<file path="src/rtl/lrc_pkg.sv">
// Package with shared types and constants for the byte budget LRU cache.
package lrc_pkg;

    localparam int ENTRIES   = 32;
    localparam int IDX_W     = 5;
    localparam int LINK_W    = 6;
    localparam int SIZE_W    = 32;
    localparam int REF_W     = 16;
    localparam int TOTAL_W   = 38;
    localparam int CNT_W     = 32;
    localparam int BUSY_W    = 6;

    localparam logic [LINK_W-1:0] NIL = LINK_W'(ENTRIES);
    localparam logic [REF_W-1:0]  REF_MAX = '1;
    localparam logic [TOTAL_W-1:0] TOTAL_MAX = '1;

    localparam logic [1:0] CMD_ATTACH = 2'd0;
    localparam logic [1:0] CMD_ADD    = 2'd1;
    localparam logic [1:0] CMD_DETACH = 2'd2;
    localparam logic [1:0] CMD_CLEAR  = 2'd3;

    localparam logic [1:0] ST_OK      = 2'd0;
    localparam logic [1:0] ST_NO_FREE = 2'd1;
    localparam logic [1:0] ST_INVALID = 2'd2;

    typedef struct packed {
        logic [1:0]        cmd;
        logic [IDX_W-1:0]  entry_index;
        logic [SIZE_W-1:0] new_size;
    } t_req;

    typedef struct packed {
        logic [1:0]         status;
        logic [IDX_W-1:0]   result_index;
        logic [SIZE_W-1:0]  entry_size;
        logic [REF_W-1:0]   ref_count;
        logic               is_removal;
        logic [BUSY_W-1:0]  busy_count;
        logic [TOTAL_W-1:0] total_bytes;
        logic [CNT_W-1:0]   eviction_total;
        logic               last;
    } t_rsp;

    // Datapath operations issued by the controller.
    typedef enum logic [3:0] {
        OP_NONE,
        OP_LOAD,
        OP_READ_REQ,
        OP_READ_TAIL,
        OP_READ_CUR,
        OP_ATTACH,
        OP_DETACH,
        OP_INVALID,
        OP_REMOVE,
        OP_SKIP_BUSY,
        OP_ALLOC,
        OP_NO_FREE,
        OP_SUMMARY
    } t_op;

    typedef struct packed {
        t_op op;
    } t_cmd;

    typedef struct packed {
        logic [1:0] cmd;
        logic       req_ok;
        logic       over_limit;
        logic       under_limit;
        logic       tail_nil;
        logic       cur_nil;
        logic       cur_busy;
        logic       free_empty;
    } t_stat;

endpackage

</file>
<file path="src/rtl/lru_refcount_byte_budget_cache.sv">
// Top level of the byte budget LRU cache with reference counts.
// One request is handled at a time. Attach and detach present their result
// once the addressed entry has been read, and a new request is taken only
// after that. Add presents a result for each evicted entry before its final
// one, and clear walks the recency list from the oldest entry; the list walk
// reads one entry per cycle from the link registers while no result is held
// off, and each eviction re-reads the new oldest entry before deciding to
// continue. A receiver that holds off a result stalls the request.
module lru_refcount_byte_budget_cache import lrc_pkg::*; (
    input  logic               i_clk,
    input  logic               i_rst_n,
    input  logic               i_cfg_we,
    input  logic [TOTAL_W-1:0] i_cfg_data,
    input  logic               i_valid,
    output logic               o_ready,
    input  t_req               i_req,
    output logic               o_valid,
    input  logic               i_ready,
    output t_rsp               o_rsp
);

    t_cmd  cmd;
    t_stat stat;

    lrc_ctrl u_ctrl (
        .i_clk   (i_clk),
        .i_rst_n (i_rst_n),
        .i_valid (i_valid),
        .o_ready (o_ready),
        .o_valid (o_valid),
        .i_ready (i_ready),
        .i_stat  (stat),
        .o_cmd   (cmd)
    );

    lrc_datapath u_dp (
        .i_clk      (i_clk),
        .i_rst_n    (i_rst_n),
        .i_cfg_we   (i_cfg_we),
        .i_cfg_data (i_cfg_data),
        .i_req      (i_req),
        .i_cmd      (cmd),
        .o_stat     (stat),
        .o_rsp      (o_rsp)
    );

    // A request is only taken while no result is pending delivery.
    a_no_accept_busy: assert property (@(posedge i_clk) disable iff (!i_rst_n)
        (i_valid && o_ready) |-> (!o_valid || i_ready))
        else $error("request accepted while result pending");

    // The status code of a delivered result is always a defined code.
    a_status: assert property (@(posedge i_clk) disable iff (!i_rst_n)
        o_valid |-> (o_rsp.status == ST_OK || o_rsp.status == ST_NO_FREE ||
                     o_rsp.status == ST_INVALID))
        else $error("bad status");

    // A removal is never the final result of a request.
    a_removal_not_last: assert property (@(posedge i_clk) disable iff (!i_rst_n)
        (o_valid && o_rsp.is_removal) |-> !o_rsp.last)
        else $error("removal marked last");

endmodule

</file>
<file path="src/rtl/lrc_datapath.sv">
// Datapath with entry memories, recency list links, free stack and counters.
module lrc_datapath import lrc_pkg::*; (
    input  logic                i_clk,
    input  logic                i_rst_n,
    input  logic                i_cfg_we,
    input  logic [TOTAL_W-1:0]  i_cfg_data,
    input  t_req                i_req,
    input  t_cmd                i_cmd,
    output t_stat               o_stat,
    output t_rsp                o_rsp
);

    logic [LINK_W-1:0]  r_next [ENTRIES];
    logic [LINK_W-1:0]  r_prev [ENTRIES];
    logic [REF_W-1:0]   r_refs [ENTRIES];
    logic [SIZE_W-1:0]  r_bytes [ENTRIES];
    logic [ENTRIES-1:0] r_valid;
    logic [IDX_W-1:0]   r_free [ENTRIES];
    logic [LINK_W-1:0]  r_free_depth;
    logic [LINK_W-1:0]  r_head, r_tail;
    logic [TOTAL_W-1:0] r_total, r_limit;
    logic [CNT_W-1:0]   r_removed;
    logic [BUSY_W-1:0]  r_busy;
    t_req               r_req;

    // Registered read of the addressed entry.
    logic [IDX_W-1:0]   r_cur;
    logic               r_cur_nil;
    logic [LINK_W-1:0]  r_cur_next, r_cur_prev;
    logic [REF_W-1:0]   r_cur_refs;
    logic [SIZE_W-1:0]  r_cur_bytes;
    logic               r_cur_valid;

    logic [LINK_W-1:0]  rd_addr;
    logic [IDX_W-1:0]   rd_idx;
    logic [LINK_W-1:0]  new_head, new_tail;
    logic [TOTAL_W-1:0] sub_total, add_total;
    logic [TOTAL_W:0]   add_wide;
    logic [REF_W-1:0]   inc_ref, dec_ref;
    logic [IDX_W-1:0]   pop_idx;
    logic [LINK_W-1:0]  pop_depth;

    always_comb begin
        rd_addr = {r_cur_nil, r_cur};
        case (i_cmd.op)
            OP_READ_REQ: rd_addr = {1'b0, r_req.entry_index};
            OP_READ_TAIL: rd_addr = r_tail;
            OP_REMOVE, OP_SKIP_BUSY: rd_addr = r_cur_prev;
            default: rd_addr = {r_cur_nil, r_cur};
        endcase
        rd_idx = rd_addr[IDX_W-1:0];
    end

    assign sub_total = (r_total >= TOTAL_W'(r_cur_bytes)) ?
        r_total - TOTAL_W'(r_cur_bytes) : '0;
    assign add_wide  = {1'b0, r_total} + (TOTAL_W+1)'(r_req.new_size);
    assign add_total = add_wide[TOTAL_W] ? TOTAL_MAX : add_wide[TOTAL_W-1:0];
    assign inc_ref   = (r_cur_refs == REF_MAX) ? r_cur_refs : r_cur_refs + 1'b1;
    assign dec_ref   = (r_cur_refs == '0) ? r_cur_refs : r_cur_refs - 1'b1;
    assign pop_depth = r_free_depth - 1'b1;
    assign pop_idx   = r_free[pop_depth[IDX_W-1:0]];

    // Head and tail after unlinking the current entry.
    always_comb begin
        new_head = (r_head == {1'b0, r_cur}) ? r_cur_next : r_head;
        new_tail = (r_tail == {1'b0, r_cur}) ? r_cur_prev : r_tail;
    end

    assign o_stat.cmd         = r_req.cmd;
    assign o_stat.req_ok      = r_cur_valid;
    assign o_stat.over_limit  = r_total > r_limit;
    assign o_stat.under_limit = r_total < r_limit;
    assign o_stat.tail_nil    = r_tail == NIL;
    assign o_stat.cur_nil     = r_cur_nil;
    assign o_stat.cur_busy    = r_cur_refs != '0;
    assign o_stat.free_empty  = r_free_depth == '0;

    always_ff @(posedge i_clk) begin
        if (i_cmd.op == OP_LOAD) begin
            r_req <= i_req;
        end
        r_cur       <= rd_idx;
        r_cur_nil   <= rd_addr[LINK_W-1];
        // The removed entry's next link is what its predecessor receives.
        r_cur_next  <= (i_cmd.op == OP_REMOVE) ? r_cur_next : r_next[rd_idx];
        r_cur_prev  <= r_prev[rd_idx];
        r_cur_refs  <= r_refs[rd_idx];
        r_cur_bytes <= r_bytes[rd_idx];
        r_cur_valid <= r_valid[rd_idx];
        case (i_cmd.op)
            OP_ATTACH: begin
                r_refs[r_cur] <= inc_ref;
                if (r_head != {1'b0, r_cur}) begin
                    // Unlink, then place at head; the old head is never r_cur here.
                    if (r_cur_next != NIL) r_prev[r_cur_next[IDX_W-1:0]] <= r_cur_prev;
                    r_next[r_cur_prev[IDX_W-1:0]] <= r_cur_next;
                    r_prev[r_head[IDX_W-1:0]] <= {1'b0, r_cur};
                    r_prev[r_cur] <= NIL;
                    r_next[r_cur] <= r_head;
                end
            end
            OP_DETACH: r_refs[r_cur] <= dec_ref;
            OP_REMOVE: begin
                if (r_cur_next != NIL) r_prev[r_cur_next[IDX_W-1:0]] <= r_cur_prev;
                if (r_cur_prev != NIL) r_next[r_cur_prev[IDX_W-1:0]] <= r_cur_next;
            end
            OP_ALLOC: begin
                r_refs[pop_idx]  <= REF_W'(1);
                r_bytes[pop_idx] <= r_req.new_size;
                r_prev[pop_idx]  <= NIL;
                r_next[pop_idx]  <= r_head;
                if (r_head != NIL) r_prev[r_head[IDX_W-1:0]] <= {1'b0, pop_idx};
            end
            default: ;
        endcase
    end

    always_ff @(posedge i_clk) begin
        if (!i_rst_n) begin
            r_valid      <= '0;
            r_free_depth <= NIL;
            r_head       <= NIL;
            r_tail       <= NIL;
            r_total      <= '0;
            r_removed    <= '0;
            r_limit      <= '0;
            r_busy       <= '0;
            for (int i = 0; i < ENTRIES; i++) begin
                r_free[i] <= IDX_W'(ENTRIES - 1 - i);
            end
        end else begin
            if (i_cfg_we) r_limit <= i_cfg_data;
            case (i_cmd.op)
                OP_LOAD: r_busy <= '0;
                OP_ATTACH: begin
                    r_head <= {1'b0, r_cur};
                    if (r_head != {1'b0, r_cur} && r_tail == {1'b0, r_cur}) begin
                        r_tail <= r_cur_prev;
                    end
                end
                OP_REMOVE: begin
                    r_head         <= new_head;
                    r_tail         <= new_tail;
                    r_total        <= sub_total;
                    r_removed      <= r_removed + 1'b1;
                    r_valid[r_cur] <= 1'b0;
                    if (r_free_depth != NIL) begin
                        r_free[r_free_depth[IDX_W-1:0]] <= r_cur;
                        r_free_depth <= r_free_depth + 1'b1;
                    end
                end
                OP_SKIP_BUSY: r_busy <= r_busy + 1'b1;
                OP_ALLOC: begin
                    r_valid[pop_idx] <= 1'b1;
                    r_free_depth     <= pop_depth;
                    r_head           <= {1'b0, pop_idx};
                    if (r_tail == NIL) r_tail <= {1'b0, pop_idx};
                    r_total          <= add_total;
                end
                default: ;
            endcase
        end
    end

    // Result fields, registered with the operation that produced them.
    always_ff @(posedge i_clk) begin
        if (i_cmd.op inside {OP_ATTACH, OP_DETACH, OP_INVALID, OP_REMOVE, OP_ALLOC,
                             OP_NO_FREE, OP_SUMMARY}) begin
            o_rsp.status         <= ST_OK;
            o_rsp.result_index   <= r_cur;
            o_rsp.entry_size     <= r_cur_bytes;
            o_rsp.ref_count      <= r_cur_refs;
            o_rsp.is_removal     <= 1'b0;
            o_rsp.busy_count     <= '0;
            o_rsp.total_bytes    <= r_total;
            o_rsp.eviction_total <= r_removed;
            o_rsp.last           <= 1'b1;
            case (i_cmd.op)
                OP_ATTACH: o_rsp.ref_count <= inc_ref;
                OP_DETACH: o_rsp.ref_count <= dec_ref;
                OP_INVALID: begin
                    o_rsp.status       <= ST_INVALID;
                    o_rsp.result_index <= r_req.entry_index;
                    o_rsp.entry_size   <= '0;
                    o_rsp.ref_count    <= '0;
                end
                OP_REMOVE: begin
                    o_rsp.is_removal     <= 1'b1;
                    o_rsp.total_bytes    <= sub_total;
                    o_rsp.eviction_total <= r_removed + 1'b1;
                    o_rsp.last           <= 1'b0;
                end
                OP_ALLOC: begin
                    o_rsp.result_index <= pop_idx;
                    o_rsp.entry_size   <= r_req.new_size;
                    o_rsp.ref_count    <= REF_W'(1);
                    o_rsp.total_bytes  <= add_total;
                end
                OP_NO_FREE: begin
                    o_rsp.status       <= ST_NO_FREE;
                    o_rsp.result_index <= '0;
                    o_rsp.entry_size   <= '0;
                    o_rsp.ref_count    <= '0;
                end
                OP_SUMMARY: begin
                    o_rsp.result_index <= '0;
                    o_rsp.entry_size   <= '0;
                    o_rsp.ref_count    <= '0;
                    o_rsp.busy_count   <= r_busy;
                end
                default: ;
            endcase
        end
    end

endmodule

</file>
<file path="src/rtl/lrc_ctrl.sv">
// Controller state machine that sequences each request through the datapath.
module lrc_ctrl import lrc_pkg::*; (
    input  logic  i_clk,
    input  logic  i_rst_n,
    input  logic  i_valid,
    output logic  o_ready,
    output logic  o_valid,
    input  logic  i_ready,
    input  t_stat i_stat,
    output t_cmd  o_cmd
);

    typedef enum logic [7:0] {
        S_IDLE   = 8'b0000_0001,
        S_READ   = 8'b0000_0010,
        S_DECIDE = 8'b0000_0100,
        S_EVICT  = 8'b0000_1000,
        S_ALLOC  = 8'b0001_0000,
        S_WALK   = 8'b0010_0000,
        S_OUT    = 8'b0100_0000,
        S_FINAL  = 8'b1000_0000
    } t_state;

    t_state r_state, n_state;
    logic   r_valid, n_valid;
    logic   r_evicting, n_evicting;
    logic   emit;

    assign o_ready = (r_state == S_IDLE) && (!r_valid || i_ready);
    assign o_valid = r_valid;
    assign emit    = !r_valid || i_ready;

    always_comb begin
        n_state    = r_state;
        n_valid    = r_valid && !i_ready;
        n_evicting = r_evicting;
        o_cmd.op   = OP_NONE;
        case (r_state)
            S_IDLE: if (i_valid && o_ready) begin
                o_cmd.op = OP_LOAD;
                n_state  = S_READ;
            end
            S_READ: begin
                o_cmd.op = (i_stat.cmd == CMD_ATTACH || i_stat.cmd == CMD_DETACH) ?
                    OP_READ_REQ : OP_READ_TAIL;
                n_evicting = i_stat.over_limit;
                n_state    = S_DECIDE;
            end
            S_DECIDE: if (emit) begin
                case (i_stat.cmd)
                    CMD_ATTACH, CMD_DETACH: begin
                        o_cmd.op = !i_stat.req_ok ? OP_INVALID :
                            (i_stat.cmd == CMD_ATTACH) ? OP_ATTACH : OP_DETACH;
                        n_valid = 1'b1;
                        n_state = S_IDLE;
                    end
                    CMD_ADD: n_state = (r_evicting && !i_stat.cur_nil) ? S_EVICT : S_ALLOC;
                    default: n_state = S_WALK;
                endcase
            end
            S_EVICT: if (emit) begin
                o_cmd.op = OP_REMOVE;
                n_valid  = 1'b1;
                n_state  = S_OUT;
            end
            S_OUT: begin
                // Re-read the new tail after the removal has settled.
                o_cmd.op = OP_READ_TAIL;
                n_state  = S_FINAL;
            end
            S_FINAL: begin
                n_state = (i_stat.under_limit || i_stat.cur_nil) ? S_ALLOC : S_EVICT;
            end
            S_ALLOC: if (emit) begin
                o_cmd.op = i_stat.free_empty ? OP_NO_FREE : OP_ALLOC;
                n_valid  = 1'b1;
                n_state  = S_IDLE;
            end
            S_WALK: if (emit) begin
                if (i_stat.cur_nil) begin
                    o_cmd.op = OP_SUMMARY;
                    n_valid  = 1'b1;
                    n_state  = S_IDLE;
                end else if (i_stat.cur_busy) begin
                    o_cmd.op = OP_SKIP_BUSY;
                end else begin
                    o_cmd.op = OP_REMOVE;
                    n_valid  = 1'b1;
                end
            end
            default: n_state = S_IDLE;
        endcase
    end

    always_ff @(posedge i_clk) begin
        if (!i_rst_n) begin
            r_state    <= S_IDLE;
            r_valid    <= 1'b0;
            r_evicting <= 1'b0;
        end else begin
            r_state    <= n_state;
            r_valid    <= n_valid;
            r_evicting <= n_evicting;
        end
    end

endmodule

</file>
<file path="config.mk">
export PLATFORM = sky130hd
export DESIGN_NAME = lru_refcount_byte_budget_cache
export DESIGN_NICKNAME = d
export VERILOG_FILES = /design/src/rtl/lrc_pkg.sv /design/src/rtl/lru_refcount_byte_budget_cache.sv /design/src/rtl/lrc_datapath.sv /design/src/rtl/lrc_ctrl.sv
export SDC_FILE = /design/constraint.sdc
export NUM_CORES = 2
export LEC_CHECK = 0
export BUFFER_PORTS_ARGS = -buffer_cell sky130_fd_sc_hd__buf_2
export CORE_MARGIN = 1.5
export CORE_UTILIZATION = 55
export CTS_CLUSTER_SIZE = 25
export DETAILED_ROUTE_END_ITERATION = 6
export PLACE_DENSITY = 0.71
export SETUP_SLACK_MARGIN = 0.1
export SYNTH_ARGS = -nofsm -noshare
export SYNTH_HDL_FRONTEND = slang
export SYNTH_SLANG_ARGS = --single-unit
</file>
<file path="constraint.sdc">
create_clock -name i_clk -period 11.5 [get_ports i_clk]
set_clock_uncertainty 0.15 [all_clocks]
set_input_delay 1.15 -clock i_clk [delete_from_list [all_inputs] [get_ports i_clk]]
set_output_delay 1.15 -clock i_clk [all_outputs]
set_load 0.01 [all_outputs]
</file>
Yosys cells after proc, flatten, opt, wreduce, memory -nomap -nowiden
Memory sizes are Yosys's and may differ from the RTL's. A register that Yosys moved wholly into a read port is not among the register bits.
Cells that the tools add are included.
{"block": "classes", "reduce_logical": 36, "eq_ne": 42, "mux": 99, "add_sub_neg": 8, "n_bitwise": 10, "order_cmp": 8}
{"cell": "case mux 37 bit (3 select lines)", "count": 1}
{"cell": "2-to-1 mux 38 bit", "count": 2}
{"cell": "case mux 38 bit (2 select lines)", "count": 1}
{"cell": "2-to-1 mux 16 bit", "count": 4}
{"cell": "case mux 16 bit (4 select lines)", "count": 1}
{"cell": "case mux 32 bit (2 select lines)", "count": 1}
{"cell": "case mux 8 bit (8 select lines)", "count": 1}
{"cell": "2-to-1 mux 6 bit", "count": 10}
{"cell": "case mux 6 bit (3 select lines)", "count": 3}
{"cell": "2-to-1 mux 8 bit", "count": 6}
{"cell": "2-to-1 mux 1 bit", "count": 44}
{"cell": "adder 38 x 32 -> 39 bit", "count": 1}
{"cell": "greater-or-equal comparator 38 x 32 -> 1 bit", "count": 1}
{"cell": "> comparator 38 bit", "count": 1}
{"cell": "less-than comparator 38 bit", "count": 1}
{"cell": "subtractor 38 x 32 -> 38 bit", "count": 1}
{"cell": "2-to-1 mux 5 bit", "count": 7}
{"cell": "2-to-1 mux 33 bit", "count": 1}
{"cell": "adder 32 x 1 -> 32 bit (second input constant)", "count": 1}
{"cell": "bitwise AND 32 bit", "count": 1}
{"cell": "NOT 32 bit", "count": 1}
{"cell": "bitwise OR 32 bit", "count": 1}
{"cell": "2-to-1 mux 4 bit", "count": 7}
{"cell": "case mux 4 bit (7 select lines)", "count": 1}
{"cell": "56 further kinds", "count": 104}
{"block": "totals", "ram_bits": 2080, "out_inout_bits": 135, "reg_bits": 353, "memories": 5}
{"memory": "u_dp.r_bytes", "depth": 32, "width": 32, "rd": 1, "rd_clocked_by_memory_dff": 1, "write_ports": 1, "line_no": "lrc_datapath.sv:16", "rtl": "logic [SIZE_W-1:0] r_bytes [ENTRIES];"}
{"memory": "u_dp.r_refs", "depth": 32, "width": 16, "rd": 1, "rd_clocked_by_memory_dff": 1, "write_ports": 1, "line_no": "lrc_datapath.sv:15", "rtl": "logic [REF_W-1:0] r_refs [ENTRIES];"}
{"memory": "u_dp.r_next", "depth": 32, "width": 6, "rd": 1, "rd_clocked_by_memory_dff": 1, "write_ports": 2, "line_no": "lrc_datapath.sv:13", "rtl": "logic [LINK_W-1:0] r_next [ENTRIES];"}
{"memory": "u_dp.r_prev", "depth": 32, "width": 6, "rd": 1, "rd_clocked_by_memory_dff": 1, "write_ports": 3, "line_no": "lrc_datapath.sv:14", "rtl": "logic [LINK_W-1:0] r_prev [ENTRIES];"}
{"memory": "u_dp.r_free", "depth": 32, "width": 5, "rd": 1, "rd_clocked_by_memory_dff": 0, "write_ports": 32, "line_no": "lrc_datapath.sv:18", "rtl": "logic [IDX_W-1:0] r_free [ENTRIES];"}

Depth between registers and ports, before layout
{"block": "depth", "depth_word": 14, "ltp_mapped": 21, "depth_no_buf": 15}

By module
Synthesis repeated with hierarchy kept, for this count alone.
{"block": "unflattened", "hier_cells": 7828, "area_unflattened_um2": 107784.6}
{"module": "lrc_datapath", "seq_area_each_um2": 70397.5, "cells_each": 7730, "area_each_um2": 107035.2, "instances": 1}
{"module": "lrc_ctrl", "seq_area_each_um2": 200.2, "cells_each": 98, "area_each_um2": 749.5, "instances": 1}

Worst setup path before layout
Ideal clock, no wire load.
{"block": "synth_path", "kind": "input-to-reg", "startpoint": "in i_ready", "endpoint": "reg u_dp.o_rsp[0] (netlist name)", "path_buffers": 3, "setup_ns": 1.141, "t_arrival_ns": 7.577, "slack_ns": 2.632, "stages": 11, "t_required_ns": 10.209, "path_cell_list": "nor2b_1 > nor4_2 > a31oi_1 > buf_2 > nand3_1 > clkbuf_1 > nor2_1 > nor4_1 > and2_1 > clkbuf_1 > nand2_1"}
{"block": "synth_via", "elab_chain_cells": 7, "elab_cells_between_ends": 17, "cone_classes": "eq/ne: 7; mux: 6; reduce/logical: 4"}
{"item": "from (decl)", "line_no": "lru_refcount_byte_budget_cache.sv:18", "rtl": "input logic i_ready,"}
{"item": "logical OR 1 bit (*)", "line_no": "lrc_ctrl.sv:29, lrc_ctrl.sv:31"}
{"item": "logical AND 1 bit", "line_no": "lrc_ctrl.sv:29", "rtl": "assign o_ready = (r_state == S_IDLE) && (!r_valid || i_ready);"}
{"item": "logical AND 1 bit", "line_no": "lrc_ctrl.sv:39", "rtl": "S_IDLE: if (i_valid && o_ready) begin"}
{"item": "2-to-1 mux 1 bit", "line_no": "lrc_ctrl.sv:39"}
{"item": "case mux 4 bit (7 select lines) (*)", "line_no": "lrc_ctrl.sv:38", "rtl": "case (r_state)"}
{"item": "== test 4 x 3 -> 1 bit / == test 4 bit (equally long branches)", "line_no": "lrc_datapath.sv:167", "rtl": "if (i_cmd.op inside {OP_ATTACH, OP_DETACH, OP_INVALID, OP_REMOVE, OP_ALLOC,"}
{"item": "nonzero test 7 bit (*)", "line_no": "lrc_datapath.sv:167"}
Every way passes the cells marked *; elsewhere a longest branch is shown, timed or not.
A chain may end at the register's enable or synchronous reset.

==> impl_metrics.ini <==
[synth]
synthArstFlopShare_pct = 0
synth.distinct_cells = 94
synth_seq_area_share_pct = 64.5
synth_cells = 9905
ys.flop_type = edfxtp_1
syn_nets = 10100
syn_area_um2 = 110000
yosys.area.top_type = edfxtp_1
synthTopCellsByArea = edfxtp_1 (57%), dfxtp_1 (7.8%), nand2_1 (6.8%)
yosys_warnings = 0
synth-edff-count = 2067
synth_top_area_share_pct = 56.7
postSynthAreaPerCell_um2 = 11.1
synth-seq-cells = 2493

[clock_tree]
cts_setup_buffers = 0
cts_resized = 0
cts-root-buf = clkbuf_16
clk_latency_ns = 0.96
cts_hold_buf = 0
cts_buffer_depth = 4
htree_levels = 5
cts_sinks = 2493
clk_pin_slew_ns = 0.06
tritoncts = yes
cts_buffers = 275

[floorplanning]
fp.dieW_um = 449
dieArea_um2 = 202000
dieHeight_um = 449
core-area_um2 = 198000
initial_core_util_pct = 55.4
placementRows = 163
io-pin-count = 217

[worst_setup_path]
cp-end-kind = register
cp-start-kind = register
slowest_delay_ns = 1.00
crit_family = simple AND/OR/NAND/NOR gates
r2r_start = u_dp.r_free_depth[1]
path_max_fanout = 25
cp.arrival_ns = 7.96
reg2reg_depth = 14
required_ns = 12.14
ff2ff_setup_slack_ns = 4.18
critical_path_class = reg2reg
r2r_end = u_dp.r_prev[30][1]
path_cells = inv_1 > ha_1 > buf_4 > mux4_2 > and3_1 > a211oi_1 > nor4_1 > nor4b_2 > a41oi_2 > o2bb2ai_1 > nor2b_1 > nand2_1 > mux2i_1 > a21oi_1
cp_slowest_cell = nor2b_1
path_buf_inv = 2

[global_route]
grt_max_degree = 179
grt_pass1_wl_um = 484000
grt_pass1_vias = 76800
grt_overflow_total = 0
grt.total_usage_pct = 31.6
antenna_found_initial = 13

[sta]
period_minus_slack_ns = 7.32
fmax_mhz = 137
finalCritPeriodShare_pct = 63.7
drv_slew = 0
setup-violations-final = 0
hold_viol = 0
rsz0062_at_grt = false
slew-limit-headroom_pct = 8.45
finalSetupTns_ns = 0
worst_pin_slew_ns = 1.37

[layout]
final_cell_mix = edfxtp_1 (2,067), nand2_1 (1,997), a21oi_1 (1,239)
finish.utilization_pct = 61.4
drive_gt1_share_pct = 9.87
layout.nets = 10100
layout_commonest_cell = edfxtp_1
area_growth_pct = 10.8

[drt]
final_antenna_net_count = 0
vias = 80900
drt_iter0_drc = 11500
vias_per_cell = 6.37
wl_per_cell_um = 25.8
wirelength_um = 328000
drc = 0
first_pass_iters = 7

[placed_design]
gp_congestion = 0.946
io_buffers = 216
dp_hpwl_um = 193000

[min_path]
hold_class = in2reg
worstHoldStart = i_req[12]
hold_end = u_dp.r_req[12]
worstHoldPathCells = 1

[flow_run]
maxCapViolations = 0

[power]
leakagePower_nw = 43.0
cellPowerDensity_nw_per_um2 = 228
vdd_drop_max_mv = 0.219
power_w = 0.0277

[outcome]
outcome = complete, no violations
[flip-flops by register name, summed over array words and instances, names as in the netlist, 8 cells and up]
name and cells:
u_dp.r_limit 38, u_dp.r_next 192, u_dp.r_bytes 1024, u_dp.r_removed 32
u_ctrl.r_state 8, u_dp.r_req 37, u_dp.r_cur_bytes 32, u_dp.r_refs 512
u_dp.o_rsp 133, u_dp.r_prev 192, u_dp.r_total 38, u_dp.r_free 160
u_dp.r_cur_refs 16, u_dp.r_valid 32
[area by class of cell]
class / instances / area (um2)
well taps: 2640 / 3300
flip-flops and latches: 2493 / 70600
diodes: 7 / 17.5
multi-input cells: 6562 / 35800
repair buffers: 406 / 2580
clock inverters: 109 / 1050
inverters: 124 / 480
clock buffers: 363 / 7520
fillers: 15100 / 76300
[stage by stage]
stage	cells	cell area [um2]	hold slack (ns)	setup WS, ns
final	12700	121000	0.229	4.18
after global routing	12700	121000	0.203	3.87
after CTS	12700	121000	0.180	4.42
after detailed placement	12200	113000	0.320	4.36
after global placement	12200	113000	0.301	4.47
after floorplan	9905	110000	0.287	2.63
[layer usage]
| metal | up-vias | part of all wire [%] | global-route usage [%] |
|---|---|---|---|
| met5 | - | 0.017 | 0 |
| met3 | 923 | 11 | 6.26 |
| li1 | 35900 | - | - |
| met2 | 5013 | 47 | 50.6 |
| met4 | 8 | 4.8 | 14.2 |
| met1 | 39100 | 37 | 42.0 |
[worst max path at each step]
stage                                      end            startpoint  depth (start not counted)
after CTS                   u_dp.r_cur_refs[4]  u_dp.r_free_depth[2]                         14
after detailed placement   u_dp.r_cur_refs[10]               i_ready                         15
final                       u_dp.r_prev[30][1]  u_dp.r_free_depth[1]                         14
after global routing       u_dp.r_cur_refs[10]  u_dp.r_free_depth[2]                         14
after global placement    u_dp.r_cur_bytes[12]               i_ready                         14
after floorplan                  u_dp.o_rsp[0]               i_ready                         11
[power by group]
group	internal, W	switching (W)	total (W)
logic	0.00206	0.00593	0.00799
clock network	0.00501	0.00350	0.00851
registers	0.0107	0.000508	0.0112
[synth_stat cells, types with 69 or more instances]
library cell	number
o21ai_0	237
nand3_1	604
ha_1	111
edfxtp_1	2067
nor4_1	73
dfxtp_1	426
and2_1	109
o22ai_1	69
a21oi_1	1242
xnor2_1	82
nor3_1	400
inv_1	119
clkbuf_1	439
nand2_1	1998
nor2_1	512
mux2i_1	214
buf_2	186
or3_1	85
[kinds of logic after synthesis]
kind of cell               count (synthesis)  synth area share [%]
xor gates and xnor gates                 122                 0.976
and+or+nand+nor                         4042                  16.4
DFF                                     2493                  64.5
adders and majority gates                113                  1.30
AOI/OAI and AO/OA                       2023                  10.6
muxes                                    262                  2.89
buffers and inverters                    850                  3.34
[worst reg2reg max path, stage by stage, from the launching register on]
cell and delay [ns]:
dfxtp_1 0.58, inv_1 0.18, ha_1 0.88, buf_4 0.48
mux4_2 0.38, and3_1 0.21, a211oi_1 0.38, nor4_1 0.11
nor4b_2 0.82, a41oi_2 0.52, o2bb2ai_1 0.62, nor2b_1 1.01
nand2_1 0.49, mux2i_1 0.29, a21oi_1 0.10
(Power assumes the default switching activity.)
